`config.mk`:
```
export PLATFORM = sky130hd
export DESIGN_NAME = nearest_neighbour_particle_matcher
export DESIGN_NICKNAME = d
export VERILOG_FILES = /design/src/rtl/nnpm_pkg.sv /design/src/rtl/nnpm_dist.sv /design/src/rtl/nearest_neighbour_particle_matcher.sv
export SDC_FILE = /design/constraint.sdc
export NUM_CORES = 2
export LEC_CHECK = 0
export BUFFER_PORTS_ARGS = -buffer_cell sky130_fd_sc_hd__buf_2
export CORE_ASPECT_RATIO = 0.9
export CORE_MARGIN = 1
export CORE_UTILIZATION = 34
export DETAILED_ROUTE_END_ITERATION = 8
export SLEW_MARGIN = 30
export SYNTH_ARGS = -nofsm -noshare
export SYNTH_HDL_FRONTEND = slang
export SYNTH_SLANG_ARGS = --single-unit
```
`constraint.sdc`:
```
create_clock -name clock -period 20.5 [get_ports clock]
set_input_delay 2.05 -clock clock [delete_from_list [all_inputs] [get_ports clock]]
set_output_delay 2.05 -clock clock [all_outputs]
set_load 0.02 [all_outputs]
```
`src/rtl/nnpm_pkg.sv`:
```
package nnpm_pkg;

   localparam int MAX_PARTICLES_DEF = 16;

   localparam int COORD_W    = 16;
   localparam int ANGLE_W    = 16;
   localparam int SLOT_W     = 4;
   localparam int COUNT_W    = 5;
   localparam int SQ_W       = 32;
   localparam int DIST_W     = SQ_W + 1;
   localparam int REQ_DATA_W = 48;
   localparam int RSP_DATA_W = 56;
   localparam int CSR_DATA_W = 32;
   localparam int CSR_ADDR_W = 3;

   // Angle constants in Q3.12, carried one bit wider for the difference math.
   localparam logic [ANGLE_W:0]        HALF_PI_FLIP = 17'd6434;
   localparam logic signed [ANGLE_W:0] PI_Q12       = 17'sd12868;
   localparam logic signed [ANGLE_W:0] ANGLE_MAX    = 17'sd32767;

   typedef enum logic {
      REG_PARTICLE_COUNT = 1'b0,
      REG_ORIENTATION    = 1'b1
   } csr_reg_type;

   // Laid out like the request data, x in the lowest bits.
   typedef struct packed {
      logic signed [ANGLE_W-1:0] angle;
      logic [COORD_W-1:0]        y;
      logic [COORD_W-1:0]        x;
   } particle_type;

endpackage

```
`src/rtl/nnpm_dist.sv`:
```
module nnpm_dist
   import nnpm_pkg::*;
#(
   parameter int TAG_W = 4
) (
   input  logic               clock,
   input  logic               reset,
   input  logic               in_vld,
   input  logic [TAG_W-1:0]   in_tag,
   input  logic [COORD_W-1:0] cur_x,
   input  logic [COORD_W-1:0] cur_y,
   input  logic [COORD_W-1:0] prev_x,
   input  logic [COORD_W-1:0] prev_y,
   output logic               out_vld,
   output logic [TAG_W-1:0]   out_tag,
   output logic [DIST_W-1:0]  out_dist
);

   logic signed [COORD_W:0]     dx;
   logic signed [COORD_W:0]     dy;
   logic signed [2*COORD_W+1:0] dx_sq;
   logic signed [2*COORD_W+1:0] dy_sq;

   logic              sq_vld_ff;
   logic [TAG_W-1:0]  sq_tag_ff;
   logic [SQ_W-1:0]   sq_x_ff;
   logic [SQ_W-1:0]   sq_y_ff;
   logic              sum_vld_ff;
   logic [TAG_W-1:0]  sum_tag_ff;
   logic [DIST_W-1:0] sum_ff;

   always_comb begin
      dx    = $signed({1'b0, cur_x}) - $signed({1'b0, prev_x});
      dy    = $signed({1'b0, cur_y}) - $signed({1'b0, prev_y});
      dx_sq = dx * dx;
      dy_sq = dy * dy;
   end

   // Squares are registered before the sum; both stay below 2^32.
   always_ff @(posedge clock) begin
      if (reset) begin
         sq_vld_ff  <= 1'b0;
         sum_vld_ff <= 1'b0;
      end else begin
         sq_vld_ff  <= in_vld;
         sum_vld_ff <= sq_vld_ff;
      end
      sq_tag_ff  <= in_tag;
      sq_x_ff    <= dx_sq[SQ_W-1:0];
      sq_y_ff    <= dy_sq[SQ_W-1:0];
      sum_tag_ff <= sq_tag_ff;
      sum_ff     <= {1'b0, sq_x_ff} + {1'b0, sq_y_ff};
   end

   assign out_vld  = sum_vld_ff;
   assign out_tag  = sum_tag_ff;
   assign out_dist = sum_ff;

endmodule

```
`src/rtl/nearest_neighbour_particle_matcher.sv`:
```
// Channel   | Direction | Handshake              | Contents
// req_      | in        | req_tvalid/req_tready  | tdata: pos_x, pos_y, angle; tlast: frame_end
// rsp_      | out       | rsp_tvalid/rsp_tready  | tdata: slot, x, y, angle, conflict; tlast: last
// csr_      | in        | psel/penable, pready=1 | particle_count at 0, orientation_check at 4
//
// A request is taken whenever the sequencer is idle. Closing a first frame copies every
// slot from the current memory to the previous one; a later frame searches through the
// single distance unit, which reads one previous slot per cycle, then updates the matched
// slot of each particle. Reporting does one memory read and one load of the result register
// per slot; a low rsp_tready holds the result and stalls the sequencer.
// Reset clears the control state only; the particle memories hold garbage until written.
module nearest_neighbour_particle_matcher
   import nnpm_pkg::*;
#(
   parameter int MAX_PARTICLES = MAX_PARTICLES_DEF
) (
   input  logic                  clock,
   input  logic                  reset,
   input  logic                  req_tvalid,
   output logic                  req_tready,
   // [15:0] pos_x, [31:16] pos_y, [47:32] angle
   input  logic [REQ_DATA_W-1:0] req_tdata,
   input  logic                  req_tlast,
   output logic                  rsp_tvalid,
   input  logic                  rsp_tready,
   // [3:0] slot_index, [19:4] out_x, [35:20] out_y, [51:36] out_angle,
   // [52] match_conflict, [55:53] zero
   output logic [RSP_DATA_W-1:0] rsp_tdata,
   output logic                  rsp_tlast,
   input  logic                  csr_psel,
   input  logic                  csr_penable,
   input  logic                  csr_pwrite,
   input  logic [CSR_ADDR_W-1:0] csr_paddr,
   input  logic [CSR_DATA_W-1:0] csr_pwdata,
   output logic [CSR_DATA_W-1:0] csr_prdata,
   output logic                  csr_pready
);

   localparam int IDX_W = (MAX_PARTICLES > 1) ? $clog2(MAX_PARTICLES) : 1;
   localparam int CNT_W = $clog2(MAX_PARTICLES + 1);

   typedef enum logic [3:0] {
      S_IDLE,
      S_COPY_RD,
      S_COPY_WR,
      S_SRCH_LD,
      S_SRCH_GO,
      S_SRCH_DRAIN,
      S_UPD_RD,
      S_UPD_SLOT,
      S_UPD_WR,
      S_OUT_RD,
      S_OUT_LD
   } state_type;

   // Memories
   particle_type     cur_mem  [MAX_PARTICLES];
   particle_type     prev_mem [MAX_PARTICLES];
   logic [IDX_W-1:0] near_mem [MAX_PARTICLES];

   particle_type     cur_rd_ff;
   particle_type     prev_rd_ff;
   logic [IDX_W-1:0] near_rd_ff;

   logic             cur_we, cur_re, prev_we, prev_re, near_we, near_re;
   logic [IDX_W-1:0] cur_waddr, cur_raddr, prev_waddr, prev_raddr;
   particle_type     cur_wdata, prev_wdata;
   logic [IDX_W-1:0] near_wdata;

   // Control and datapath registers
   state_type          state_ff, state_in;
   logic [IDX_W-1:0]   idx_ff, idx_in;
   logic [IDX_W-1:0]   jdx_ff, jdx_in;
   logic [CNT_W-1:0]   loaded_ff, loaded_in;
   logic               first_ff, first_in;
   logic [COUNT_W-1:0] count_ff, count_in;
   logic               orient_ff, orient_in;
   logic               conflict_ff, conflict_in;
   logic [MAX_PARTICLES-1:0] used_ff, used_in;
   logic [DIST_W-1:0]  best_ff, best_in;
   logic [IDX_W-1:0]   best_idx_ff, best_idx_in;
   logic               rd_vld_ff, rd_vld_in;
   logic [IDX_W-1:0]   rd_tag_ff, rd_tag_in;
   logic               rsp_vld_ff, rsp_vld_in;
   logic [RSP_DATA_W-1:0] rsp_data_ff, rsp_data_in;
   logic               rsp_last_ff, rsp_last_in;

   logic               dist_vld;
   logic [IDX_W-1:0]   dist_tag;
   logic [DIST_W-1:0]  dist_sum;

   logic [CNT_W-1:0]   n_eff;
   logic [CNT_W-1:0]   n_m1;
   logic [IDX_W-1:0]   last_idx;
   logic               req_acc;
   logic               csr_wr;
   logic               take;
   logic [IDX_W-1:0]   win_idx;
   logic               out_load;
   particle_type       req_item;

   logic signed [ANGLE_W:0] a_ext, p_ext, ang_diff, flip_sum;
   logic [ANGLE_W:0]        abs_diff;
   logic signed [ANGLE_W-1:0] new_angle;
   particle_type            upd_item;

   assign req_tready = (state_ff == S_IDLE);
   assign req_acc    = req_tvalid && req_tready;
   assign req_item   = particle_type'(req_tdata);
   assign csr_pready = 1'b1;
   assign csr_wr     = csr_psel && csr_penable && csr_pwrite && csr_pready;

   always_comb begin
      case (csr_reg_type'(csr_paddr[2]))
         REG_PARTICLE_COUNT: csr_prdata = {{(CSR_DATA_W-COUNT_W){1'b0}}, count_ff};
         REG_ORIENTATION:    csr_prdata = {{(CSR_DATA_W-1){1'b0}}, orient_ff};
         default:            csr_prdata = '0;
      endcase
   end

   // Zero acts as one and values above the memory depth are clipped.
   always_comb begin
      if (count_ff == '0) begin
         n_eff = CNT_W'(1);
      end else if (32'(count_ff) > 32'(MAX_PARTICLES)) begin
         n_eff = CNT_W'(MAX_PARTICLES);
      end else begin
         n_eff = CNT_W'(count_ff);
      end
      n_m1     = n_eff - CNT_W'(1);
      last_idx = n_m1[IDX_W-1:0];
   end

   nnpm_dist #(
      .TAG_W(IDX_W)
   ) u_dist (
      .clock    (clock),
      .reset    (reset),
      .in_vld   (rd_vld_ff),
      .in_tag   (rd_tag_ff),
      .cur_x    (cur_rd_ff.x),
      .cur_y    (cur_rd_ff.y),
      .prev_x   (prev_rd_ff.x),
      .prev_y   (prev_rd_ff.y),
      .out_vld  (dist_vld),
      .out_tag  (dist_tag),
      .out_dist (dist_sum)
   );

   // Slot zero seeds the running minimum; a strictly smaller distance replaces it,
   // so ties stay with the lowest slot.
   assign take    = dist_vld && ((dist_tag == '0) || (dist_sum < best_ff));
   assign win_idx = take ? dist_tag : best_idx_ff;

   // Orientation update against the slot's current angle.
   always_comb begin
      a_ext    = {cur_rd_ff.angle[ANGLE_W-1], cur_rd_ff.angle};
      p_ext    = {prev_rd_ff.angle[ANGLE_W-1], prev_rd_ff.angle};
      ang_diff = p_ext - a_ext;
      abs_diff = ang_diff[ANGLE_W] ? unsigned'(-ang_diff) : unsigned'(ang_diff);
      flip_sum = a_ext + PI_Q12;
      if (abs_diff >= HALF_PI_FLIP) begin
         new_angle = (flip_sum > ANGLE_MAX) ? ANGLE_MAX[ANGLE_W-1:0]
                                            : flip_sum[ANGLE_W-1:0];
      end else begin
         new_angle = cur_rd_ff.angle;
      end
      upd_item.x     = cur_rd_ff.x;
      upd_item.y     = cur_rd_ff.y;
      upd_item.angle = orient_ff ? new_angle : prev_rd_ff.angle;
   end

   always_comb begin
      state_in    = state_ff;
      idx_in      = idx_ff;
      jdx_in      = jdx_ff;
      loaded_in   = loaded_ff;
      first_in    = first_ff;
      count_in    = count_ff;
      orient_in   = orient_ff;
      conflict_in = conflict_ff;
      used_in     = used_ff;
      best_in     = best_ff;
      best_idx_in = best_idx_ff;
      rd_vld_in   = 1'b0;
      rd_tag_in   = jdx_ff;
      rsp_data_in = rsp_data_ff;
      rsp_last_in = rsp_last_ff;
      out_load    = 1'b0;

      cur_we     = 1'b0;
      cur_waddr  = loaded_ff[IDX_W-1:0];
      cur_wdata  = req_item;
      cur_re     = 1'b0;
      cur_raddr  = idx_ff;
      prev_we    = 1'b0;
      prev_waddr = idx_ff;
      prev_wdata = cur_rd_ff;
      prev_re    = 1'b0;
      prev_raddr = idx_ff;
      near_we    = 1'b0;
      near_wdata = win_idx;
      near_re    = 1'b0;

      if (dist_vld) begin
         best_in     = take ? dist_sum : best_ff;
         best_idx_in = win_idx;
      end

      case (state_ff)
         S_IDLE: begin
            if (req_acc) begin
               if (loaded_ff < n_eff) begin
                  cur_we    = 1'b1;
                  loaded_in = CNT_W'(loaded_ff + 1'b1);
               end
               if (req_tlast) begin
                  loaded_in   = '0;
                  idx_in      = '0;
                  conflict_in = 1'b0;
                  used_in     = '0;
                  state_in    = first_ff ? S_COPY_RD : S_SRCH_LD;
               end
            end
         end
         S_COPY_RD: begin
            cur_re   = 1'b1;
            state_in = S_COPY_WR;
         end
         S_COPY_WR: begin
            prev_we = 1'b1;
            if (idx_ff == last_idx) begin
               idx_in   = '0;
               first_in = 1'b0;
               state_in = S_OUT_RD;
            end else begin
               idx_in   = idx_ff + 1'b1;
               state_in = S_COPY_RD;
            end
         end
         S_SRCH_LD: begin
            cur_re   = 1'b1;
            jdx_in   = '0;
            state_in = S_SRCH_GO;
         end
         S_SRCH_GO: begin
            prev_re    = 1'b1;
            prev_raddr = jdx_ff;
            rd_vld_in  = 1'b1;
            if (jdx_ff == last_idx) begin
               state_in = S_SRCH_DRAIN;
            end else begin
               jdx_in = jdx_ff + 1'b1;
            end
         end
         S_SRCH_DRAIN: begin
            if (dist_vld && (dist_tag == last_idx)) begin
               near_we          = 1'b1;
               conflict_in      = conflict_ff || used_ff[win_idx];
               used_in[win_idx] = 1'b1;
               if (idx_ff == last_idx) begin
                  idx_in   = '0;
                  state_in = S_UPD_RD;
               end else begin
                  idx_in   = idx_ff + 1'b1;
                  state_in = S_SRCH_LD;
               end
            end
         end
         S_UPD_RD: begin
            cur_re   = 1'b1;
            near_re  = 1'b1;
            state_in = S_UPD_SLOT;
         end
         S_UPD_SLOT: begin
            prev_re    = 1'b1;
            prev_raddr = near_rd_ff;
            state_in   = S_UPD_WR;
         end
         S_UPD_WR: begin
            // The write lands before the next slot read in S_UPD_SLOT, so a later
            // particle choosing the same slot sees this update.
            prev_we    = 1'b1;
            prev_waddr = near_rd_ff;
            prev_wdata = upd_item;
            if (idx_ff == last_idx) begin
               idx_in   = '0;
               state_in = S_OUT_RD;
            end else begin
               idx_in   = idx_ff + 1'b1;
               state_in = S_UPD_RD;
            end
         end
         S_OUT_RD: begin
            prev_re  = 1'b1;
            state_in = S_OUT_LD;
         end
         S_OUT_LD: begin
            if (!rsp_vld_ff || rsp_tready) begin
               out_load    = 1'b1;
               rsp_data_in = {3'b000, conflict_ff,
                              orient_ff ? prev_rd_ff.angle : {ANGLE_W{1'b0}},
                              prev_rd_ff.y, prev_rd_ff.x, SLOT_W'(idx_ff)};
               rsp_last_in = (idx_ff == last_idx);
               if (idx_ff == last_idx) begin
                  idx_in   = '0;
                  state_in = S_IDLE;
               end else begin
                  idx_in   = idx_ff + 1'b1;
                  state_in = S_OUT_RD;
               end
            end
         end
         default: begin
            state_in = S_IDLE;
         end
      endcase

      if (out_load) begin
         rsp_vld_in = 1'b1;
      end else if (rsp_tready) begin
         rsp_vld_in = 1'b0;
      end else begin
         rsp_vld_in = rsp_vld_ff;
      end

      if (csr_wr) begin
         case (csr_reg_type'(csr_paddr[2]))
            REG_PARTICLE_COUNT: begin
               count_in  = csr_pwdata[COUNT_W-1:0];
               first_in  = 1'b1;
               loaded_in = '0;
            end
            REG_ORIENTATION: begin
               orient_in = csr_pwdata[0];
            end
            default: begin
               orient_in = orient_ff;
            end
         endcase
      end
   end

   always_ff @(posedge clock) begin
      if (reset) begin
         state_ff    <= S_IDLE;
         idx_ff      <= '0;
         jdx_ff      <= '0;
         loaded_ff   <= '0;
         first_ff    <= 1'b1;
         count_ff    <= COUNT_W'(1);
         orient_ff   <= 1'b0;
         conflict_ff <= 1'b0;
         used_ff     <= '0;
         rd_vld_ff   <= 1'b0;
         rsp_vld_ff  <= 1'b0;
      end else begin
         state_ff    <= state_in;
         idx_ff      <= idx_in;
         jdx_ff      <= jdx_in;
         loaded_ff   <= loaded_in;
         first_ff    <= first_in;
         count_ff    <= count_in;
         orient_ff   <= orient_in;
         conflict_ff <= conflict_in;
         used_ff     <= used_in;
         rd_vld_ff   <= rd_vld_in;
         rsp_vld_ff  <= rsp_vld_in;
      end
      best_ff     <= best_in;
      best_idx_ff <= best_idx_in;
      rd_tag_ff   <= rd_tag_in;
      rsp_data_ff <= rsp_data_in;
      rsp_last_ff <= rsp_last_in;
   end

   always_ff @(posedge clock) begin
      if (cur_we) begin
         cur_mem[cur_waddr] <= cur_wdata;
      end
      if (cur_re) begin
         cur_rd_ff <= cur_mem[cur_raddr];
      end
   end

   always_ff @(posedge clock) begin
      if (prev_we) begin
         prev_mem[prev_waddr] <= prev_wdata;
      end
      if (prev_re) begin
         prev_rd_ff <= prev_mem[prev_raddr];
      end
   end

   always_ff @(posedge clock) begin
      if (near_we) begin
         near_mem[idx_ff] <= near_wdata;
      end
      if (near_re) begin
         near_rd_ff <= near_mem[idx_ff];
      end
   end

   assign rsp_tvalid = rsp_vld_ff;
   assign rsp_tdata  = rsp_data_ff;
   assign rsp_tlast  = rsp_last_ff;

   a_loaded_bound: assert property (@(posedge clock) disable iff (reset)
      loaded_ff <= n_eff)
      else $error("frame fill count passed the particle count");

   a_dist_in_search: assert property (@(posedge clock) disable iff (reset)
      dist_vld |-> (state_ff == S_SRCH_GO || state_ff == S_SRCH_DRAIN))
      else $error("distance result outside the search phase");

   a_first_frame_clean: assert property (@(posedge clock) disable iff (reset)
      (state_ff == S_COPY_WR) |-> (!conflict_ff && (used_ff == '0)))
      else $error("conflict state set while storing a first frame");

   a_idle_after_last: assert property (@(posedge clock) disable iff (reset)
      (state_ff == S_OUT_LD && out_load && idx_ff == last_idx) |=> req_tready)
      else $error("sequencer did not return to idle after the last slot");

endmodule

```
==> impl_metrics.csv <==
group,metric,value,unit
outcome,outcome,"finished clean",
grt,grt_pass1_wl,342,mm
grt,track_usage,0.158,
floorplan,core_area,282000,um^2
logic_synthesis,synth_cell_types,87,
floorplan,num_rows,185,
placed_design,gp_congestion,0.834,
final_layout,nets,7608,
setup_path,worstPathArrival,10.86,ns
floorplan,die-area,286000,um^2
job,drv_cap,0,
logic_synthesis,synthCells,6549,
final_layout,register_area,56800,um^2
clock_network,postCtsSetupBuffers,0,
sta,setup_viol,0,
final_layout,area_delta_synth_final,12.0,%
floorplan,die-height,508,um
sta,max_slew_margin,0.330,
route,wl_per_cell,21.4,um
clock_network,cts_resized,0,
sta,hold_viol,0,
setup_path,critPathLaunch,"cur_rd_ff[0]",
route,via_count,52900,
setup_path,critPathKind,"flop to flop",
sta,max_freq,0.0985,GHz
setup_path,critPathMaxStageDelay,0.89,ns
sta,setup_tns,0,ns
worst_hold_path,hp-class,"flop to flop",
logic_synthesis,synth_edf_count,1791,
floorplan,io_pins,183,
route,drtPass1Iterations,5,
route,routed_wirelength,227,mm
grt,gr-total-overflow,0,
logic_synthesis,synth_fa_ha_area_frac,0.144,
final_layout,multiInputGateArea,36100,um^2
logic_synthesis,muxShareOfSynthArea,0.105,
clock_network,cts_buffer_depth,4,
setup_path,worst_path_most_repeated_cell,"fa_1",
setup_path,critPathRequiredTime,21.21,ns
logic_synthesis,syn_avg_cell_area,14.8,um^2
final_layout,layout_commonest_cell,"edfxtp_1",
sta,hold-worst-slack,0.322,ns
placed_design,hpwl,138,mm
setup_path,r2r-start,"cur_rd_ff[0]",
sta,skew,0.144,ns
clock_network,cts_hold_buf,0,
logic_synthesis,ys_async_sr_fraction,0,
setup_path,slowest_stage,"fa_1",
worst_hold_path,min_from,"u_dist.sq_tag_ff[0]",
route,drc_errors,0,
final_layout,num-fill-cells,26200,
clock_network,clk_latency,0.88,ns
sta,rsz0062_at_grt,"false",
clock_network,cts_num_sinks,1943,
route,drt-initial-drc-count,4367,
clock_network,clk_pin_slew,0.06,ns
placed_design,place_ws,10.60,ns
sta,worst_pin_slew,1.01,ns
sta,period_share,0.495,
logic_synthesis,synth_top_family_by_area,"adder cells",
setup_path,rrSetupSlack,10.35,ns
sta,slew_violations,0,
route,routed_via_density,4.99,
logic_synthesis,synth_xor_area_frac,0.0161,
clock_network,cts_tree,"yes",
route,ant_nets,0,
setup_path,critPathCaptureType,"flop",
placed_design,io_buffers,122,
floorplan,die_x,564,um
logic_synthesis,synth_ff_type,"edfxtp_1",
logic_synthesis,synth_seq_cells,1943,
clock_network,cts_max_level,4,
setup_path,critPathLaunchType,"flop",
logic_synthesis,ys_seq_area_frac,0.588,
clock_network,numCtsBuffers,194,
grt,grt_antenna_before_repair,32,
grt,grt_pass1_vias,54800,
setup_path,critical_path.max_fanout,18,
logic_synthesis,synth_compound_area_frac,0.0550,
logic_synthesis,synth_warnings,0,
logic_synthesis,synth_simple_gate_area_frac,0.0484,
sta,fin_crit,10.15,ns
final_layout,drive_above_1_share,0.155,
logic_synthesis,syn_area,96600,um^2
sta,layout_setup_ws,10.35,ns
grt,grt_max_degree,147,
floorplan,start_util,0.342,
clock_network,ctsRootBufferMaster,"clkbuf_16",
final_layout,mostFrequentLayoutCells,"edfxtp_1, inv_1, fa_1, nor2_1, nand2_1",
## sequential cells by signal, indices dropped and copies added, names as in the netlist, 32 cells and up
register and cells:
prev_rd_ff 32, prev_mem 768, rsp_tdata 53, best_ff 33
cur_rd_ff 32, cur_mem 768, near_mem 64, u_dist.out_dist 33
## cell type report
type | count | area share
flip-flops and latches | 1943 | 0.525
multi-input cells | 3560 | 0.333
clock buffers | 236 | 0.0474
well taps | 3740 | 0.0432
inverters | 784 | 0.0272
repair buffers | 232 | 0.0152
clock inverters | 103 | 0.00853
diodes | 7 | 0.000162
## through the flow
stage | cells | cell area (um^2) | util
2_1_floorplan | 6578 | 96700 | -
5_1_grt | 10600 | 108000 | 0.383
6_report | 10600 | 108000 | 0.383
3_5_place_dp | 10300 | 102000 | 0.362
4_1_cts | 10600 | 108000 | 0.383
3_3_place_gp | 10300 | 102000 | 0.361
## metal layers
metal	global-route usage	wire [um]	vias up
met5	0	228	-
met2	0.258	108000	1347
met3	0.0316	14700	310
met4	0.0359	4520	40
met1	0.217	99600	27300
li1	-	-	23900
## worst max-delay path, delay by kind of cell (launching register included)
kind	cells	cell delay [ns]
and+or+nand+nor	4	0.49
adders and majority gates	9	4.55
AOI/OAI and AO/OA	14	2.91
buffers and inverters	5	1.23
xor gates and xnor gates	1	0.13
DFF	1	0.67
## Yosys cell counts, drive strengths merged (12+ instances only)
cell type | instances | area (um^2)
a211oi | 166 | 1260
nand2b | 31 | 194
nand4 | 14 | 87.6
mux2 | 201 | 2260
mux2i | 205 | 2050
nor2b | 31 | 194
fa | 513 | 10300
o21a | 30 | 225
edfxtp | 1791 | 53800
nor2 | 406 | 1520
o21ai | 178 | 902
buf | 91 | 508
and2 | 52 | 325
or3 | 18 | 118
a31oi | 22 | 138
a21o | 70 | 526
nand2 | 355 | 1330
o211ai | 12 | 90.1
clkbuf | 200 | 751
xor2 | 44 | 393
ha | 289 | 3620
inv | 780 | 2930
mux4 | 260 | 5860
o31ai | 13 | 97.6
dfxtp | 152 | 3040
nor3 | 48 | 252
a21oi | 241 | 1210
and3 | 14 | 87.6
xnor2 | 130 | 1140
nand3 | 46 | 230
## worst paths after layout
kind	depth (start not counted)	end
min	0	u_dist.out_tag[0]
max reg2reg	33	u_dist.sq_x_ff[31]
min reg2reg	0	u_dist.out_tag[0]
max	33	u_dist.sq_x_ff[31]
## cell families (layout without fill, tap and decap cells)
logic type,count (synthesis),after routing
flops,1943,1943
buf+inv,1075,1355
simple gates,1057,1057
compound gates,829,829
fa+ha+maj,802,802
mux,666,666
xor+xnor,175,175
other cells,2,38
Power is left out: the tool's default activity adds up to more than one toggle a clock period on the data nets, which glitch-free logic cannot reach.
